===== config.mk =====
export PLATFORM = sky130hd
export DESIGN_NAME = lcg_range_random_unit
export DESIGN_NICKNAME = d
export VERILOG_FILES = /design/src/lrr_pkg.sv /design/src/lcg_range_random_unit.sv /design/src/lrr_lcg.sv /design/src/lrr_rem.sv
export SDC_FILE = /design/constraint.sdc
export NUM_CORES = 1
export LEC_CHECK = 0
export BUFFER_PORTS_ARGS = -buffer_cell sky130_fd_sc_hd__buf_2
export CAP_MARGIN = 20
export CORE_ASPECT_RATIO = 1.4
export CORE_MARGIN = 2
export CORE_UTILIZATION = 35
export DETAILED_ROUTE_END_ITERATION = 8
export PLACE_DENSITY = 0.51
export SLEW_MARGIN = 0
export SYNTH_ARGS = -nofsm -noshare
export SYNTH_HDL_FRONTEND = slang
export SYNTH_SLANG_ARGS = --single-unit

===== constraint.sdc =====
create_clock -name clk -period 6.1 [get_ports clk]
set_input_delay 1.22 -clock clk [delete_from_list [all_inputs] [get_ports clk]]
set_output_delay 1.22 -clock clk [all_outputs]
set_load 0.005 [all_outputs]

===== src/lrr_pkg.sv =====
// ----------------------------------------------------------------------------
// lrr_pkg
// Shared types and constants of the ranged LCG random number unit.
// ----------------------------------------------------------------------------
`default_nettype none

package lrr_pkg;

  localparam int unsigned STATE_W  = 32;
  localparam int unsigned BOUND_W  = 16;
  localparam int unsigned DRAW_W   = 15;
  localparam int unsigned DRAW_LSB = 16;
  localparam int unsigned SPAN_W   = BOUND_W + 1;
  localparam int unsigned CNT_W    = $clog2(DRAW_W + 1);

  localparam logic [STATE_W-1:0] LCG_MUL   = 32'd1103515245;
  localparam logic [STATE_W-1:0] LCG_ADD   = 32'd12345;
  localparam logic [STATE_W-1:0] SEED_INIT = 32'd1;

  typedef enum logic [1:0] {
    ACT_RANGE = 2'd0,
    ACT_FRAC  = 2'd1,
    ACT_SEED  = 2'd2
  } action_t;

  typedef enum logic [2:0] {
    ST_IDLE,
    ST_MUL,
    ST_ADV,
    ST_DIV,
    ST_DONE
  } seq_state_t;

  // Commands from the sequencer to the generator state holder
  typedef struct packed {
    logic load_seed;
    logic mul;
    logic adv;
  } lcg_ctrl_t;

endpackage

`default_nettype wire


===== src/lcg_range_random_unit.sv =====
// ----------------------------------------------------------------------------
// lcg_range_random_unit
// 15-bit linear congruential random source with ranged and fraction draws.
// ----------------------------------------------------------------------------
// Steps: a reseed loads the generator state; a fraction draw goes through
//   multiply, advance and finish; a ranged draw with ordered bounds through
//   multiply, advance, 15 shift-subtract remainder steps and finish.
// Flow: one word at a time; a new word is taken only when the sequencer idles.
// Reset (rst_n low, synchronous): generator state returns to 1, sequencer
//   idles and any pending result word is dropped.
`default_nettype none

module lcg_range_random_unit
  import lrr_pkg::*;
(
  input  wire logic        clk,
  input  wire logic        rst_n,
  // input words
  input  wire logic        in_tvalid,
  output logic             in_tready,
  input  wire logic [63:0] in_tdata,   // seed_value[31:0], max_value[47:32], min_value[63:48]
  input  wire logic [1:0]  in_tuser,   // action[1:0]
  // result words
  output logic             out_tvalid,
  input  wire logic        out_tready,
  output logic [15:0]      out_tdata   // value[15:0]
);

  seq_state_t state_r, state_nxt;

  logic [1:0]         act_r, act_nxt;
  logic [BOUND_W-1:0] max_r, max_nxt;
  logic [BOUND_W-1:0] min_r, min_nxt;
  logic [BOUND_W-1:0] result_r, result_nxt;
  logic               out_valid_r, out_valid_nxt;
  logic [BOUND_W-1:0] out_data_r, out_data_nxt;

  logic               in_fire;
  logic [STATE_W-1:0] in_seed;
  logic [BOUND_W-1:0] in_max;
  logic [BOUND_W-1:0] in_min;
  logic               out_free;
  logic               span_ok;
  logic [SPAN_W-1:0]  span;

  lcg_ctrl_t          lcg_ctrl;
  logic [DRAW_W-1:0]  draw;
  logic               rem_start;
  logic               rem_done;
  logic [SPAN_W-1:0]  rem;

  // unpack the input word
  assign in_seed = in_tdata[31:0];
  assign in_max  = in_tdata[47:32];
  assign in_min  = in_tdata[63:48];

  // take a word only when the sequencer is idle
  assign in_tready = (state_r == ST_IDLE);
  assign in_fire   = in_tvalid && in_tready;

  // the output register frees up as its word is taken
  assign out_free = !out_valid_r || out_tready;

  // span of an ordered range, 1 .. 65536
  assign span_ok = (max_r >= min_r);
  assign span    = SPAN_W'({1'b0, max_r} - {1'b0, min_r} + 1'b1);

  lrr_lcg u_lcg (
    .clk    (clk),
    .rst_n  (rst_n),
    .ctrl_i (lcg_ctrl),
    .seed_i (in_seed),
    .draw_o (draw)
  );

  lrr_rem u_rem (
    .clk        (clk),
    .rst_n      (rst_n),
    .start_i    (rem_start),
    .dividend_i (draw),
    .divisor_i  (span),
    .done_o     (rem_done),
    .rem_o      (rem)
  );

  // sequencer
  always_comb begin
    state_nxt          = state_r;
    act_nxt            = act_r;
    max_nxt            = max_r;
    min_nxt            = min_r;
    result_nxt         = result_r;
    out_valid_nxt      = out_valid_r && !out_tready;
    out_data_nxt       = out_data_r;
    lcg_ctrl.load_seed = 1'b0;
    lcg_ctrl.mul       = 1'b0;
    lcg_ctrl.adv       = 1'b0;
    rem_start          = 1'b0;

    case (state_r)
      ST_IDLE: begin
        if (in_fire) begin
          act_nxt = in_tuser;
          max_nxt = in_max;
          min_nxt = in_min;
          case (in_tuser)
            ACT_SEED: begin
              lcg_ctrl.load_seed = 1'b1;
            end
            ACT_RANGE, ACT_FRAC: begin
              state_nxt = ST_MUL;
            end
            default: begin
              // unused code: drop the word
            end
          endcase
        end
      end
      ST_MUL: begin
        lcg_ctrl.mul = 1'b1;
        state_nxt    = ST_ADV;
      end
      ST_ADV: begin
        // advance the state and pick the result path
        lcg_ctrl.adv = 1'b1;
        if (act_r == ACT_FRAC) begin
          result_nxt = {1'b0, draw};
          state_nxt  = ST_DONE;
        end else if (span_ok) begin
          rem_start = 1'b1;
          state_nxt = ST_DIV;
        end else begin
          // inverted bounds: add the draw unreduced
          result_nxt = BOUND_W'(min_r + {1'b0, draw});
          state_nxt  = ST_DONE;
        end
      end
      ST_DIV: begin
        if (rem_done) begin
          result_nxt = BOUND_W'(min_r + rem[BOUND_W-1:0]);
          state_nxt  = ST_DONE;
        end
      end
      ST_DONE: begin
        // hold until the output register is free
        if (out_free) begin
          out_valid_nxt = 1'b1;
          out_data_nxt  = result_r;
          state_nxt     = ST_IDLE;
        end
      end
      default: begin
        state_nxt = ST_IDLE;
      end
    endcase
  end

  always_ff @(posedge clk) begin
    if (!rst_n) begin
      state_r     <= ST_IDLE;
      out_valid_r <= 1'b0;
    end else begin
      state_r     <= state_nxt;
      out_valid_r <= out_valid_nxt;
    end
  end

  always_ff @(posedge clk) begin
    act_r      <= act_nxt;
    max_r      <= max_nxt;
    min_r      <= min_nxt;
    result_r   <= result_nxt;
    out_data_r <= out_data_nxt;
  end

  assign out_tvalid = out_valid_r;
  assign out_tdata  = out_data_r;

  // the remainder unit only finishes while the sequencer waits for it
  a_rem_done_in_div: assert property (@(posedge clk) disable iff (!rst_n)
    rem_done |-> (state_r == ST_DIV))
    else $error("remainder finished outside its wait state");

  // a finished remainder is always below the span
  a_rem_below_span: assert property (@(posedge clk) disable iff (!rst_n)
    rem_done |-> (rem < span))
    else $error("remainder not reduced below span");

  // a fraction result never sets its top bit
  a_frac_top_clear: assert property (@(posedge clk) disable iff (!rst_n)
    ((state_r == ST_DONE) && (act_r == ACT_FRAC)) |-> (result_r[BOUND_W-1] == 1'b0))
    else $error("fraction result has its top bit set");

  // an accepted draw starts the multiply next cycle
  a_draw_starts_mul: assert property (@(posedge clk) disable iff (!rst_n)
    (in_fire && ((in_tuser == ACT_RANGE) || (in_tuser == ACT_FRAC)))
      |=> (state_r == ST_MUL))
    else $error("accepted draw did not start the multiply");

endmodule

`default_nettype wire


===== src/lrr_lcg.sv =====
// ----------------------------------------------------------------------------
// lrr_lcg
// Generator state with its multiplier and increment, stepped by a multiply command and then an advance command.
// ----------------------------------------------------------------------------
`default_nettype none

module lrr_lcg
  import lrr_pkg::*;
(
  input  wire logic               clk,
  input  wire logic               rst_n,
  input  wire lcg_ctrl_t          ctrl_i,
  input  wire logic [STATE_W-1:0] seed_i,
  output logic      [DRAW_W-1:0]  draw_o
);

  logic [STATE_W-1:0] state_r, state_nxt;
  logic [STATE_W-1:0] product_r, product_nxt;
  logic [STATE_W-1:0] sum;

  assign product_nxt = state_r * LCG_MUL;
  assign sum         = product_r + LCG_ADD;
  // new draw, seen in the cycle the state advances
  assign draw_o      = sum[DRAW_LSB +: DRAW_W];

  always_comb begin
    state_nxt = state_r;
    if (ctrl_i.load_seed) begin
      state_nxt = seed_i;
    end else if (ctrl_i.adv) begin
      state_nxt = sum;
    end
  end

  always_ff @(posedge clk) begin
    if (!rst_n) begin
      state_r <= SEED_INIT;
    end else begin
      state_r <= state_nxt;
    end
  end

  always_ff @(posedge clk) begin
    if (ctrl_i.mul) begin
      product_r <= product_nxt;
    end
  end

endmodule

`default_nettype wire


===== src/lrr_rem.sv =====
// ----------------------------------------------------------------------------
// lrr_rem
// Restoring shift-subtract remainder unit, one dividend bit per cycle.
// ----------------------------------------------------------------------------
`default_nettype none

module lrr_rem
  import lrr_pkg::*;
(
  input  wire logic              clk,
  input  wire logic              rst_n,
  input  wire logic              start_i,
  input  wire logic [DRAW_W-1:0] dividend_i,
  input  wire logic [SPAN_W-1:0] divisor_i,
  output logic                   done_o,
  output logic      [SPAN_W-1:0] rem_o
);

  logic              busy_r, busy_nxt;
  logic              done_r, done_nxt;
  logic [CNT_W-1:0]  cnt_r, cnt_nxt;
  logic [DRAW_W-1:0] quo_r, quo_nxt;
  logic [SPAN_W-1:0] div_r, div_nxt;
  logic [SPAN_W-1:0] rem_r, rem_nxt;
  logic [SPAN_W:0]   shifted;

  // partial remainder stays below the divisor, so one more bit fits
  assign shifted = {rem_r, quo_r[DRAW_W-1]};

  always_comb begin
    busy_nxt = busy_r;
    done_nxt = 1'b0;
    cnt_nxt  = cnt_r;
    quo_nxt  = quo_r;
    div_nxt  = div_r;
    rem_nxt  = rem_r;
    if (start_i) begin
      busy_nxt = 1'b1;
      cnt_nxt  = CNT_W'(DRAW_W);
      quo_nxt  = dividend_i;
      div_nxt  = divisor_i;
      rem_nxt  = '0;
    end else if (busy_r) begin
      quo_nxt = {quo_r[DRAW_W-2:0], 1'b0};
      if (shifted >= {1'b0, div_r}) begin
        rem_nxt = SPAN_W'(shifted - {1'b0, div_r});
      end else begin
        rem_nxt = SPAN_W'(shifted);
      end
      cnt_nxt = cnt_r - 1'b1;
      if (cnt_r == CNT_W'(1)) begin
        busy_nxt = 1'b0;
        done_nxt = 1'b1;
      end
    end
  end

  always_ff @(posedge clk) begin
    if (!rst_n) begin
      busy_r <= 1'b0;
      done_r <= 1'b0;
      cnt_r  <= '0;
    end else begin
      busy_r <= busy_nxt;
      done_r <= done_nxt;
      cnt_r  <= cnt_nxt;
    end
  end

  always_ff @(posedge clk) begin
    quo_r <= quo_nxt;
    div_r <= div_nxt;
    rem_r <= rem_nxt;
  end

  assign done_o = done_r;
  assign rem_o  = rem_r;

endmodule

`default_nettype wire

==> metrics.md <==
| Metric | Value |
|---|---|
| Status | `complete, but fails checks` |
| Failing checks | `negative setup slack` |
| R2R Path End | `u_lcg.product_r[29]$_DFFE_PP_` |
| Final Setup Violations | `3` |
| Area Overhead vs Synth | `19.5%` |
| Iteration count of the initial detailed-routing pass | `5` |
| Initial antenna violation count | `0` |
| Final Cycle Share | `1.01` |
| Inst Count DP | `2797` |
| Clock skew | `13.9 ps` |
| Syn Nets | `2389` |
| Vias in the first global route | `14700` |
| Placer congestion estimate | `0.956` |
| ANT nets after route | `0` |
| FF-to-FF setup slack | `-70 ps` |
| Hold Path Sink | `out_tdata[3]$_DFFE_PP_` |
| Design area | `0.0223 sq mm` |
| Drc violations | `0` |
| Total Neg Setup Slack | `-170 ps` |
| Maximum vdd drop | `265 uV` |
| Mapped Cells | `1880` |
| Vias per cell | `4.82` |
| Main synth FF type | `edfxtp_1` |
| Worst Setup End Kind | `flip-flop` |
| CP required | `6310 ps` |
| Slowest stage delay, CP | `520 ps` |
| Unrepaired setup endpoints after global routing | `yes` |
| Final Critical Period | `6170 ps` |
| CTS buffer count | `17` |
| Synth Warn # | `0` |
| Crit-path slowest cell | `fa_1` |
| Mapped Area | `0.0187 sq mm` |
| CTS tree | `done` |
| WL per Instance | `19.4 microns` |
| Post-layout util | `0.422` |
| Final Net Count | `2620` |
| Clock root buffer master | `clkbuf_16` |
| Flops & latches, synth | `187` |
| Via Count | `13700` |
| Total core area | `0.0529 sq mm` |
| Number of cell rows | `100` |
| Worst-path cell chain | `ha_4, xor2_2, ha_2, nor2_4, fa_1, fa_1, inv_1, fa_1, inv_1, fa_1, inv_2, fa_1, inv_1, fa_1, inv_2, ha_4, and4_4, nand3_2, nand3b_1, and4_4, nor3_4, a2111oi_4, a21oi_1, xor2_1` |
| Ys async rst share | `0` |
| Initial Util | `0.353` |
| GRT overflow | `0` |
| Hold path depth | `0` |
| Clock Latency Late Sink | `460 ps` |
| Most numerous cell on the critical path | `fa_1` |
| FF-to-FF Start | `u_lcg.state_r[6]$_SDFFE_PN0P_` |
| Hold Startpoint | `result_r[3]$_DFFE_PP_` |
| F_max | `0.162 GHz` |
| Average size of a mapped cell | `9.95 sq um` |
| CTS H-tree lvls | `4` |
| Largest net degree at the start of global routing | `43` |
| IO buf count | `86` |
| Die Ht | `277 microns` |
| DP Wirelength | `46700 microns` |
| CP arrival | `6390 ps` |
| Layout cells sized above 1 | `0.176` |
| Clock transition at path regs | `80 ps` |
| EDFF count, synth | `129` |
| Non-Filler Instances | `2839` |
| CTS Hold Buffers Added | `0` |
| Worst-margin pin slew | `1020 ps` |
| Synth cell types | `71` |
| First-pass GRT wire length | `84100 microns` |
| Routed WL | `55200 microns` |
| Max Fanout on Critical Path | `4` |
| Final WS setup | `-71.2 ps` |
| Num Clock Sinks | `187` |
| Placed Area | `0.0212 sq mm` |
| Iter 0 DRT Violations | `589` |
| Max Cap Viol | `0` |
| Hold Crit Class | `reg -> reg` |
| Die width | `199 microns` |
| Hold WS | `423 ps` |
| IO Count | `88` |
| DIE AREA | `0.0553 sq mm` |
| Hold Vio Cnt, Final | `0` |
| Setup CP Type | `reg -> reg` |
| Slew headroom | `0.319` |
| Setup crit start kind | `flip-flop` |
| Slew Limit Fails | `0` |
| Clock Path Buffers | `2` |
| Fill count | `5184` |
| Sequential cell area fraction in the yosys report | `0.269` |
| PwrDens | `397 mW/mm^2` |
| FF-to-FF path depth | `24` |
| All-Layer GR Usage | `0.206` |
| Leak | `10.3 nW` |
[area by class of cell]
cell class / count / area, sq um / share of cell area
Timing Repair Buffer: 248 / 1720 / 0.0769
Inverter: 407 / 1530 / 0.0684
Sequential cell: 187 / 5080 / 0.228
Clock buffer: 22 / 487 / 0.0218
Antenna cell: 1 / 2.50 / 0.000112
Tap cell: 714 / 893 / 0.0400
Clock inverter: 10 / 124 / 0.00555
Multi-Input combinational cell: 1250 / 12500 / 0.560
[flip-flops by register name, indices dropped and copies added (netlist names)]
register         count
u_rem.rem_o         17
u_rem.cnt_r          4
u_rem.done_o         1
u_lcg.product_r     31
result_r            16
max_r               16
u_rem.quo_r         15
u_lcg.state_r       31
out_tvalid           1
act_r                2
u_rem.busy_r         1
out_tdata           16
state_r              3
u_rem.div_r         17
min_r               16
[per-layer routing]
layer  vias to the layer above  global-route usage  wire length, microns
met1                      6740               0.226                 21400
li1                       6678                   -                     -
met3                        70              0.0153                  1120
met4                         0              0.0967                  2580
met2                       208               0.396                 30100
met5                         -                   0                     0
[worst max-delay path by stage]
stage / start / end / depth (start not counted)
5_1_grt: u_lcg.state_r[6]$_SDFFE_PN0P_ / u_lcg.product_r[29]$_DFFE_PP_ / 24
2_1_floorplan: u_lcg.state_r[10]$_SDFFE_PN0P_ / u_lcg.product_r[29]$_DFFE_PP_ / 21
6_report: u_lcg.state_r[6]$_SDFFE_PN0P_ / u_lcg.product_r[29]$_DFFE_PP_ / 24
3_3_place_gp: u_lcg.state_r[5]$_SDFFE_PN0P_ / u_lcg.product_r[29]$_DFFE_PP_ / 24
4_1_cts: u_lcg.state_r[6]$_SDFFE_PN0P_ / u_lcg.product_r[29]$_DFFE_PP_ / 25
3_5_place_dp: u_lcg.state_r[5]$_SDFFE_PN0P_ / u_lcg.product_r[29]$_DFFE_PP_ / 24
[cell families (layout without fill, tap and decap cells)]
kind of cell	count (synthesis)	count (layout)	share of synthesized area
other cells	0	1	0
mux	15	15	0.00810
fa+ha+maj	439	439	0.368
simple gates	325	325	0.0838
flops	187	187	0.269
compound gates	334	334	0.116
buf+inv	443	687	0.0899
xor+xnor	137	137	0.0646
[what timing repair did]
item | 4_1_cts | 5_1_grt
endpoints found under the setup margin | 7 | 6
pin swaps | 65 | 26
setup buffers | 7 | 3
gates resized for setup | 79 | 10
[cell usage after synthesis, drive strengths merged, types with 12 or more instances]
cell type  count  area share
dfxtp         58       0.062
a21boi        30       0.012
o21ai         68       0.018
a21o          21      0.0084
nand2        100       0.020
a22oi         30       0.012
nor3          18      0.0054
and3          12      0.0040
and2          14      0.0047
nor2          94       0.019
edfxtp       129        0.21
nand3         20      0.0054
xor2          49       0.023
o21bai        13      0.0052
ha           254        0.17
o21a          13      0.0052
inv          407       0.082
clkbuf        31      0.0062
xnor2         88       0.041
o211ai        12      0.0048
mux2i         14      0.0075
a21oi         85       0.023
fa           185        0.20
[power breakdown]
part	internal (mW)	switching (mW)	total, mW
clock	0.660	0.538	1.20
sequential	1.69	0.188	1.88
combinational	2.69	3.10	5.79
total	5.04	3.83	8.87
[metrics by stage]
step / setup WS [ps] / power, mW
after global placement: -418 / 7.26
after CTS: -186 / 8.90
final: -71.2 / 8.87
after detailed placement: -481 / 7.34
after global routing: -267 / 9.71
after floorplan: -16.9 / 5.75
[layout by cell type, fill, tap and decap left out, types with 7 or more instances in the layout]
| cell | synthesis | layout |
|---|---|---|
| o21a_1 | 13 | 13 |
| and3_1 | 12 | 12 |
| a21oi_1 | 85 | 80 |
| nor2_1 | 94 | 92 |
| a31oi_1 | 9 | 9 |
| or3_1 | 11 | 11 |
| buf_4 | 0 | 151 |
| a22oi_1 | 30 | 30 |
| edfxtp_1 | 129 | 129 |
| buf_2 | 2 | 86 |
| xor2_1 | 48 | 45 |
| dfxtp_1 | 58 | 42 |
| clkbuf_16 | 0 | 19 |
| a21o_1 | 21 | 21 |
| ha_1 | 254 | 225 |
| inv_2 | 0 | 8 |
| a21boi_0 | 29 | 29 |
| inv_1 | 407 | 399 |
| nand3_1 | 20 | 19 |
| buf_6 | 2 | 7 |
| nand2_1 | 100 | 99 |
| dfxtp_4 | 0 | 11 |
| ha_4 | 0 | 26 |
| o21bai_1 | 13 | 13 |
| nor2b_1 | 11 | 11 |
| o21ai_0 | 68 | 65 |
| a211oi_1 | 11 | 11 |
| nand2b_1 | 8 | 8 |
| mux2i_1 | 14 | 14 |
| o211ai_1 | 12 | 12 |
| fa_2 | 0 | 8 |
| nor3_1 | 17 | 16 |
| xnor2_1 | 88 | 88 |
| and2_1 | 14 | 14 |
| fa_1 | 185 | 177 |
[worst max-delay path, delay by kind of cell, from the launching register on]
kind                       cells  cell delay [ps]
AOI/OAI and AO/OA              2              230
adders and majority gates      9             3680
xor gates and xnor gates       2              270
and+or+nand+nor                6             1120
DFF                            1              380
buffers and inverters          5              240
No activity file was read; power rests on OpenSTA's default activity.
